===== config.mk =====
export PLATFORM = sky130hd
export DESIGN_NAME = aacr_ctrl
export DESIGN_NICKNAME = d
export VERILOG_FILES = /design/src/rtl/aacr_pkg.sv /design/src/rtl/aacr_ctrl.sv
export SDC_FILE = /design/constraint.sdc
export NUM_CORES = 1
export LEC_CHECK = 0
export BUFFER_PORTS_ARGS = -buffer_cell sky130_fd_sc_hd__buf_2
export CORE_MARGIN = 2
export CORE_UTILIZATION = 48
export DETAILED_ROUTE_END_ITERATION = 12
export PLACE_DENSITY = 0.83
export SKIP_LAST_GASP = 1
export SLEW_MARGIN = 10
export SYNTH_ARGS = -nofsm -noshare
export SYNTH_HDL_FRONTEND = slang
export SYNTH_SLANG_ARGS = --single-unit

===== constraint.sdc =====
create_clock -name clk_i -period 1.79 [get_ports clk_i]
set_clock_uncertainty 0.05 [all_clocks]
set_input_delay 0.0895 -clock clk_i [delete_from_list [all_inputs] [get_ports clk_i]]
set_output_delay 0.0895 -clock clk_i [all_outputs]
set_load 0.02 [all_outputs]

===== src/rtl/aacr_pkg.sv =====
// Shared types, constants and arithmetic helpers of the collision resolver.
// No dependencies.
package aacr_pkg;

  localparam int CoordBits = 24;
  localparam int HalfBits  = 23;
  localparam int WideBits  = 27;
  localparam int FtBits    = 16;
  localparam int CntBits   = 7;
  localparam int CfgIdxBits = 3;
  localparam int ProdBits  = CoordBits + FtBits + 1;
  localparam int GroundTol = 5;

  localparam logic [1:0] ModeWall  = 2'd0;
  localparam logic [1:0] ModePlace = 2'd1;
  localparam logic [1:0] ModeStep  = 2'd2;

  localparam logic [1:0] AxisX = 2'd0;
  localparam logic [1:0] AxisY = 2'd1;
  localparam logic [1:0] AxisZ = 2'd2;

  localparam logic [CfgIdxBits-1:0] CfgHalfX     = 3'd0;
  localparam logic [CfgIdxBits-1:0] CfgHalfY     = 3'd1;
  localparam logic [CfgIdxBits-1:0] CfgHalfZ     = 3'd2;
  localparam logic [CfgIdxBits-1:0] CfgWallCount = 3'd3;
  localparam logic [CfgIdxBits-1:0] CfgStartX    = 3'd4;
  localparam logic [CfgIdxBits-1:0] CfgStartY    = 3'd5;
  localparam logic [CfgIdxBits-1:0] CfgStartZ    = 3'd6;
  localparam logic [CfgIdxBits-1:0] CfgFrameTime = 3'd7;

  localparam logic [HalfBits-1:0] HalfXReset = 23'd128;
  localparam logic [HalfBits-1:0] HalfYReset = 23'd256;
  localparam logic [HalfBits-1:0] HalfZReset = 23'd128;
  localparam logic [FtBits-1:0]   FrameTimeReset = 16'd1092;

  typedef logic signed [CoordBits-1:0] coord_t;
  typedef logic [HalfBits-1:0] half_t;

  typedef struct packed {
    coord_t cx;
    half_t  hx;
    coord_t cy;
    half_t  hy;
    coord_t cz;
    half_t  hz;
  } wall_t;

  typedef struct packed {
    logic [1:0] mode;
    logic [5:0] wall_index;
    wall_t      wall;
    coord_t     vel_x;
    coord_t     vel_y;
    coord_t     vel_z;
  } item_t;

  typedef struct packed {
    logic       load;
    logic       mul;
    logic       add;
    logic       rd_en;
    logic       eval;
    logic       geval;
    logic       out_load;
    logic [1:0] axis;
  } cmd_t;

  typedef struct packed {
    logic gnd;
  } stat_t;

  function automatic coord_t sat_coord(input logic signed [WideBits-1:0] v);
    logic signed [WideBits-1:0] hi;
    logic signed [WideBits-1:0] lo;
    hi = WideBits'(signed'({1'b0, {(CoordBits-1){1'b1}}}));
    lo = -hi - WideBits'(signed'(2'sb01));
    if (v > hi) return coord_t'(hi);
    if (v < lo) return coord_t'(lo);
    return coord_t'(v);
  endfunction

  // |p - c| < bh + wh, exact
  function automatic logic overlap(input coord_t p, input coord_t c,
                                   input half_t bh, input half_t wh);
    logic signed [CoordBits:0] d;
    logic [CoordBits:0] a;
    logic [HalfBits:0] s;
    d = {p[CoordBits-1], p} - {c[CoordBits-1], c};
    a = d[CoordBits] ? (CoordBits+1)'(-d) : (CoordBits+1)'(d);
    s = {1'b0, bh} + {1'b0, wh};
    return a < {1'b0, s};
  endfunction

endpackage


===== src/rtl/aacr_ctrl.sv =====
// Sequencer of the collision resolver: per-axis move, wall scans, ground scan.
// Depends on aacr_pkg.
module aacr_ctrl #(
  parameter int MAX_WALLS = 64,
  parameter int AW = 6,
  parameter int CW = 7
) (
  input  logic                clk_i,
  input  logic                rst_ni,
  input  logic                in_valid_i,
  input  logic [1:0]          in_mode_i,
  output logic                in_ready_o,
  output logic                out_valid_o,
  input  logic                out_ready_i,
  input  logic [CW-1:0]       scan_len_i,
  input  aacr_pkg::stat_t     stat_i,
  output aacr_pkg::cmd_t      cmd_o,
  output logic [AW-1:0]       rd_addr_o
);

  localparam logic [2:0] SIdle  = 3'd0;
  localparam logic [2:0] SMul   = 3'd1;
  localparam logic [2:0] SAdd   = 3'd2;
  localparam logic [2:0] SScan  = 3'd3;
  localparam logic [2:0] SGScan = 3'd4;
  localparam logic [2:0] SDone  = 3'd5;

  logic [2:0]    state_q, state_d;
  logic [1:0]    axis_q, axis_d;
  logic [CW-1:0] ra_q, ra_d;
  logic          ev_q, ev_d;
  logic          last_q, last_d;
  logic          out_valid_q, out_valid_d;
  logic          scanning, rd_en, rd_last, finish;

  assign scanning = (state_q == SScan) || (state_q == SGScan);
  assign rd_en    = scanning && (ra_q < scan_len_i);
  assign rd_last  = rd_en && (((CW+1)'(ra_q) + (CW+1)'(1)) == (CW+1)'(scan_len_i));
  assign finish   = last_q || (scan_len_i == '0);
  assign rd_addr_o = ra_q[AW-1:0];
  assign in_ready_o  = (state_q == SIdle);
  assign out_valid_o = out_valid_q;

  always_comb begin
    state_d = state_q;
    axis_d  = axis_q;
    ra_d    = ra_q;
    ev_d    = 1'b0;
    last_d  = 1'b0;
    out_valid_d = out_valid_q;
    cmd_o = '0;
    cmd_o.axis  = axis_q;
    cmd_o.rd_en = rd_en;
    if (out_ready_i) begin
      out_valid_d = 1'b0;
    end
    unique case (state_q)
      SIdle: begin
        if (in_valid_i) begin
          cmd_o.load = 1'b1;
          axis_d = aacr_pkg::AxisX;
          state_d = (in_mode_i == aacr_pkg::ModeStep) ? SMul : SDone;
        end
      end
      SMul: begin
        cmd_o.mul = 1'b1;
        state_d = SAdd;
      end
      SAdd: begin
        cmd_o.add = 1'b1;
        ra_d = '0;
        state_d = SScan;
      end
      SScan: begin
        cmd_o.eval = ev_q;
        if (rd_en) ra_d = ra_q + CW'(1);
        ev_d = rd_en;
        last_d = rd_last;
        if (finish) begin
          ra_d = '0;
          ev_d = 1'b0;
          last_d = 1'b0;
          if (axis_q == aacr_pkg::AxisZ) begin
            state_d = SGScan;
          end else begin
            axis_d = axis_q + 2'd1;
            state_d = SMul;
          end
        end
      end
      SGScan: begin
        cmd_o.geval = ev_q;
        if (rd_en) ra_d = ra_q + CW'(1);
        ev_d = rd_en;
        last_d = rd_last;
        if (stat_i.gnd || finish) begin
          ev_d = 1'b0;
          last_d = 1'b0;
          state_d = SDone;
        end
      end
      SDone: begin
        if (!out_valid_q || out_ready_i) begin
          cmd_o.out_load = 1'b1;
          out_valid_d = 1'b1;
          state_d = SIdle;
        end
      end
      default: state_d = SIdle;
    endcase
  end

  always_ff @(posedge clk_i or negedge rst_ni) begin
    if (!rst_ni) begin
      state_q <= SIdle;
      axis_q  <= aacr_pkg::AxisX;
      ra_q    <= '0;
      ev_q    <= 1'b0;
      last_q  <= 1'b0;
      out_valid_q <= 1'b0;
    end else begin
      state_q <= state_d;
      axis_q  <= axis_d;
      ra_q    <= ra_d;
      ev_q    <= ev_d;
      last_q  <= last_d;
      out_valid_q <= out_valid_d;
    end
  end

endmodule


==> reports/metrics.csv, run 1 <==
stage,metric,value,unit
run_status,status,"finished, violations left",
run_status,violations,negative setup slack,
final_layout,drive_above_1_share,41.0,%
worst_setup_path,regToRegEndpoint,ra_q[6],
routing,vias_per_cell,5.55,
min_path,hp-start,out_ready_i,
yosys,synth_area,1270,sq um
yosys,yosysWarningCount,0,
global_routing,grt_pass1_wl,5330,microns
worst_setup_path,cp_data_arrival_time,2.09,ns
yosys,synth_cell_types,37,
sta,relSlewSlack,63.8,%
routing,dr_total_vias,1276,
sta,hold_viol_final,0,
worst_setup_path,end_kind,register,
die,num_io_pins,31,
yosys,synth_ff_type,dfrtp_1,
worst_setup_path,crit_slowest_cell,or4b_1,
global_routing,grt_max_degree,16,
global_routing,antenna_found_initial,0,
die,fp.dieH,55.5,microns
die,start_util,51.0,%
routing,ant_nets,0,
worst_setup_path,rr_worst_depth,6,
run,cap_violations,0,
sta,post-route-period-util,108,%
clocking,clockBufferDepth,2,
sta,fin_ws,-0.136,ns
yosys,ys_async_sr_fraction,100,%
worst_setup_path,cp_max_fo,5,
die,dieArea,3080,sq um
global_routing,grt-ovfl-total,0,
routing,drc,0,
sta,worstMarginPinSlew,0.539,ns
yosys,syn_inst,153,
clocking,htree_levels,1,
final_layout,antennaDiodeCount,0,
sta,setup_violations,8,
yosys,synth_edf_count,0,
yosys,synth_seq_area_share,29.5,%
min_path,whs_endpoint,out_valid_o,
worst_setup_path,r2r-start,ra_q[1],
sta,fmax,519,MHz
global_routing,grt_usage,21.5,%
yosys,yosys_register_bits,15,
pwr,power_density,1310,nW/um^2
sta,rsz0062_at_grt,yes,
clocking,cts_tree,built,
clocking,cts_made_buffers,3,
sta,drv_slew,0,
worst_setup_path,worstSetupPathType,reg -> reg,
clocking,clk_latency,0.29,ns
final_layout,area_growth,35.7,%
worst_setup_path,worstPathRequired,1.96,ns
pwr,p_leak,0.857,nW
worst_setup_path,cp-start-kind,register,
sta,timing.hold.ws,0.0877,ns
die,rows,18,
clocking,path_clk_slew,0.10,ns
global_routing,grt_pass1_vias,1251,
yosys,syn_nets,176,
die,core-area,2500,sq um
sta,min_period,1.93,ns
final_layout,mostFrequentLayoutCells,"29 x buf_2, 23 x buf_4, 14 x dfrtp_1, 13 x nand2_1, 12 x inv_1",
final_layout,final_nets,224,
placement,gp_congestion,0.908,
worst_setup_path,ff2ff_setup_slack,-0.14,ns
placement,portBuffers,30,
clocking,clockRootBuffer,clkbuf_4,
worst_setup_path,path_cells,ha_1 -> nor2b_1 -> o211ai_1 -> a21oi_2 -> or4b_1 -> a21oi_1,
routing,drt-pass1-iter-count,4,
clocking,clkSinkCount,15,
pwr,peakVddDrop,0.955,mV
min_path,min_path_cells,3,
die,fp.dieW,55.5,microns
routing,wl,3430,microns
placement,dp_hpwl,2510,microns
min_path,min-delay-path-class,in -> reg,
yosys,syn_avg_cell_area,8.32,sq um
routing,drt_iter0_drc,23,
pwr,p_total,2.26,mW
worst_setup_path,slowest_delay,0.53,ns
routing,wl_per_cell,14.9,microns
final_layout,final_common_cell,buf_2,
placement,pre_cts_slack,-0.138,ns
power by group:
part           switching (mW)  internal (mW)  total [mW]
combinational           0.793          0.726        1.52
clock                   0.114         0.0866       0.201
sequential             0.0925          0.443       0.535
routing by layer:
metal	routed length, microns	track usage [%]	vias up
li1	-	-	626
met1	1370	23.5	612
met2	1890	41.3	34
met3	136	4.22	4
met4	30	5.92	0
met5	0	0	-
metrics by stage:
stage,instance area (sq um),instances,TNS [ns],util (%)
2_1_floorplan,1300,153,-0.0160,-
4_1_cts,1670,228,-0.735,66.9
3_5_place_dp,1550,220,-0.571,61.9
5_1_grt,1730,230,-1.48,69.1
3_3_place_gp,1550,220,-0.235,61.9
6_report,1730,230,-0.652,69.1
cells by family after synthesis:
group	after synthesis	synth area share, %
AND/OR/NAND/NOR	64	28.0
AO/OA/AOI/OAI	26	13.2
buffers and inverters	24	9.73
flip-flops	15	29.5
XOR/XNOR	10	6.88
adder cells (fa/ha/maj)	9	8.84
multiplexers	5	3.93
Yosys cell counts (all sizes together) (5+ instances only):
cell type   n  area, sq um
a21oi      10         50.1
buf         8         63.8
dfrtp      15          375
ha          9          113
inv        13         48.8
mux2i       5         50.1
nand2      13         48.8
nor2        9         33.8
nor3        6         30.0
o21ai       6         30.0
or3         9         56.3
xnor2       7         61.3
worst max-delay path: cells and delay by family (launching register included):
kind / cells / cell delay (ns)
flops: 1 / 0.41
simple gates: 2 / 0.66
fa+ha+maj: 1 / 0.28
compound gates: 3 / 0.46
worst max path at each step:
stage	start	endpoint	slack, ns	cells after the start
3_3_place_gp	ra_q[5]	ra_q[2]	-0.06	6
6_report	ra_q[1]	ra_q[6]	-0.14	6
5_1_grt	ra_q[1]	ra_q[6]	-0.26	6
4_1_cts	ra_q[1]	cmd_o[5]	-0.12	7
2_1_floorplan	ra_q[5]	ra_q[2]	-0.02	6
3_5_place_dp	ra_q[1]	ra_q[4]	-0.14	7
registers in the layout, indices dropped and copies added (netlist names):
| name | count |
|---|---|
| state_q | 3 |
| out_valid_o | 1 |
| ev_q | 1 |
| axis_q | 2 |
| ra_q | 7 |
| last_q | 1 |
final cells by class:
type,count,area (sq um)
repair buffers,54,339
flip-flops and latches,15,377
well taps,30,37.5
multi-input cells,114,900
inverters,13,48.8
fillers,193,772
clock buffers,4,26.3
timing repair:
action	4_1_cts	5_1_grt
hold endpoints to repair	15	0
setup endpoints to repair	9	12
hold buffers	1	0
gates resized for setup	15	8
pin swaps	15	14
buffers inserted	3	2
No activity file was read; power rests on OpenSTA's default activity.
==> inputs of run 2 (changes only) <==
- CAP_MARGIN: unset -> 20
- CTS_CLUSTER_SIZE: unset -> 10
- PLACE_DENSITY: 0.83 -> unset
- PLACE_DENSITY_LB_ADDON: unset -> 0.12
==> reports/metrics.csv, run 2 (synthesis gave the netlist of run 1 again) <==
stage,metric,value,unit,change
clocking,path_clk_slew,0.09,ns,about the same
sta,setup_violations,6,,-2
global_routing,grt-ovfl-total,0,,unchanged
placement,gp_congestion,0.896,,-1.3%
final_layout,mostFrequentLayoutCells,"29 x buf_2, 28 x buf_4, 13 x nand2_1, 12 x dfrtp_1, 10 x inv_1",,
die,num_io_pins,31,,unchanged
die,dieArea,3080,sq um,unchanged
die,fp.dieH,55.5,microns,unchanged
die,rows,18,,unchanged
routing,vias_per_cell,5.44,,-1.9%
routing,drt-pass1-iter-count,4,,unchanged
die,fp.dieW,55.5,microns,unchanged
clocking,htree_levels,1,,unchanged
pwr,clkPwrFrac,8.9,%,about the same
worst_setup_path,startpoint,ra_q[0],,
pwr,power_density,1250,nW/um^2,-4.5%
routing,ant_nets,0,,unchanged
run_status,violations,negative setup slack,,
pwr,p_int,1.28,mW,+1.8%
final_layout,final_nets,230,,+2.7%
min_path,min-delay-path-class,in -> reg,,
worst_setup_path,r2r-start,ra_q[0],,
final_layout,area_growth,42.6,%,
sta,drv_slew,0,,unchanged
sta,fmax,517,MHz,-0.45%
sta,min_period,1.93,ns,+0.00868 ns
final_layout,drive_above_1_share,46.1,%,+5.1 points
clocking,clockBufferDepth,2,,unchanged
clocking,clk_latency,0.29,ns,about the same
worst_setup_path,worstSetupPathType,reg -> reg,,
min_path,hp-start,out_ready_i,,
worst_setup_path,cp-start-kind,register,,
clocking,cts_made_buffers,3,,unchanged
sta,hold_viol_final,0,,unchanged
sta,worstMarginPinSlew,0.615,ns,+0.0761 ns
global_routing,antenna_found_initial,0,,unchanged
final_layout,antennaDiodeCount,0,,unchanged
final_layout,final_common_cell,buf_2,,
global_routing,grt_pass1_wl,5380,microns,+0.92%
final_layout,largestRegisters,"ra_q x7, state_q x3, axis_q x2",,
routing,drt_iter0_drc,34,,+48%
die,start_util,51.0,%,unchanged
routing,dr_total_vias,1284,,+0.63%
pwr,p_leak,0.910,nW,+6.3%
global_routing,grt_usage,21.6,%,+0.10 points
clocking,clkSinkCount,15,,unchanged
worst_setup_path,cp_max_fo,4,,-1
run,cap_violations,0,,unchanged
placement,pre_cts_slack,-0.105,ns,+0.0335 ns
sta,rsz0062_at_grt,yes,,
sta,fin_ws,-0.145,ns,-0.00868 ns
pwr,p_total,2.27,mW,+0.45%
pwr,netSwitchingPower,0.987,mW,-1.3%
placement,dp_hpwl,2440,microns,-2.9%
final_layout,largest_reg_flops,7,,unchanged
pwr,p_sw_share,43.6,%,-0.77 points
global_routing,grt_max_degree,16,,unchanged
sta,post-route-period-util,108,%,+0.48 points
final_layout,top_register,ra_q,,
worst_setup_path,end_kind,register,,
worst_setup_path,cp_data_arrival_time,2.11,ns,+0.02 ns
pwr,seq_power_share,23.7,%,about the same
routing,drc,0,,unchanged
routing,wl,3500,microns,+2.1%
routing,wl_per_cell,14.8,microns,-0.52%
clocking,cts_tree,built,,
global_routing,grt_pass1_vias,1218,,-2.6%
final_layout,register_area,379,sq um,+0.66%
final_layout,multi_input_area,937,sq um,+4.2%
pwr,p_comb_share,67.4,%,about the same
worst_setup_path,worstPathRequired,1.96,ns,about the same
die,core-area,2500,sq um,unchanged
pwr,peakVddDrop,1.05,mV,+10%
placement,portBuffers,30,,unchanged
sta,relSlewSlack,58.7,%,-5.1 points
run_status,status,"finished, violations left",,
final_layout,fillers,197,,+2.1%
clocking,clockRootBuffer,clkbuf_4,,
## run 2: area by class of cell
class	instances	area share [%]
Clock buffer	4	1.45
Inverter	13	2.69
Multi-Input combinational cell	114	51.6
Sequential cell	15	20.9
Tap cell	30	2.07
Timing Repair Buffer	60	21.3
## run 2: timing repair
item	CTS	global route
buffers inserted	4	3
hold buffers	1	0
endpoints found under the hold margin	15	0
setup endpoints to repair	10	11
pin swaps	12	13
gates resized for setup	3	33
## run 2: power by group through the flow
stage | sequential [mW] | clock (mW) | combinational (mW)
CTS | 0.524 | 0.211 | 1.32
global placement | 0.526 | 0 | 1.23
floorplan | 0.577 | 0 | 0.882
finish | 0.537 | 0.201 | 1.53
global route | 0.554 | 0.224 | 1.68
detailed placement | 0.530 | 0 | 1.28
## run 2: metal layers
metal / part of all wire [%] / wire (microns) / up-vias / track usage, %
met1: 44 / 1540 / 601 / 30.5
li1: - / - / 638 / -
met2: 50 / 1740 / 41 / 33.2
met4: 0.97 / 34 / 0 / 4.53
met3: 5.1 / 177 / 4 / 5.62
met5: 0 / 0 / - / 0
## run 2: final timing paths
check	cells after the start	end	slack (ns)
max in group asynchronous	2	state_q[0]	1.22
max	8	ra_q[6]	-0.14
min	3	out_valid_o	0.05
min in group asynchronous	2	ra_q[3]	0.18
max reg2reg	8	ra_q[6]	-0.14
min reg2reg	2	out_valid_o	0.52
## run 2: worst max-delay path: stages, from the launching register on
cell and delay, ns:
dfrtp_1 0.46, inv_2 0.09, ha_2 0.19, nor2b_4 0.04, o211ai_1 0.18, a21oi_2 0.10, buf_4 0.14, or4b_4 0.50
a21oi_2 0.12
## run 2: metrics by stage
| stage | hold slack, ns | cell area (sq um) | cells | util [%] | TNS (ns) |
|---|---|---|---|---|---|
| 6_report | 0.0482 | 1820 | 236 | 72.7 | -0.548 |
| 2_1_floorplan | -0.256 | 1300 | 153 | - | -0.0160 |
| 5_1_grt | 0.0895 | 1820 | 236 | 72.7 | -1.31 |
| 3_5_place_dp | -0.0244 | 1580 | 225 | 63.4 | -0.652 |
| 4_1_cts | 0.0413 | 1660 | 234 | 66.6 | -0.733 |
| 3_3_place_gp | -0.0228 | 1580 | 225 | 63.4 | -0.352 |
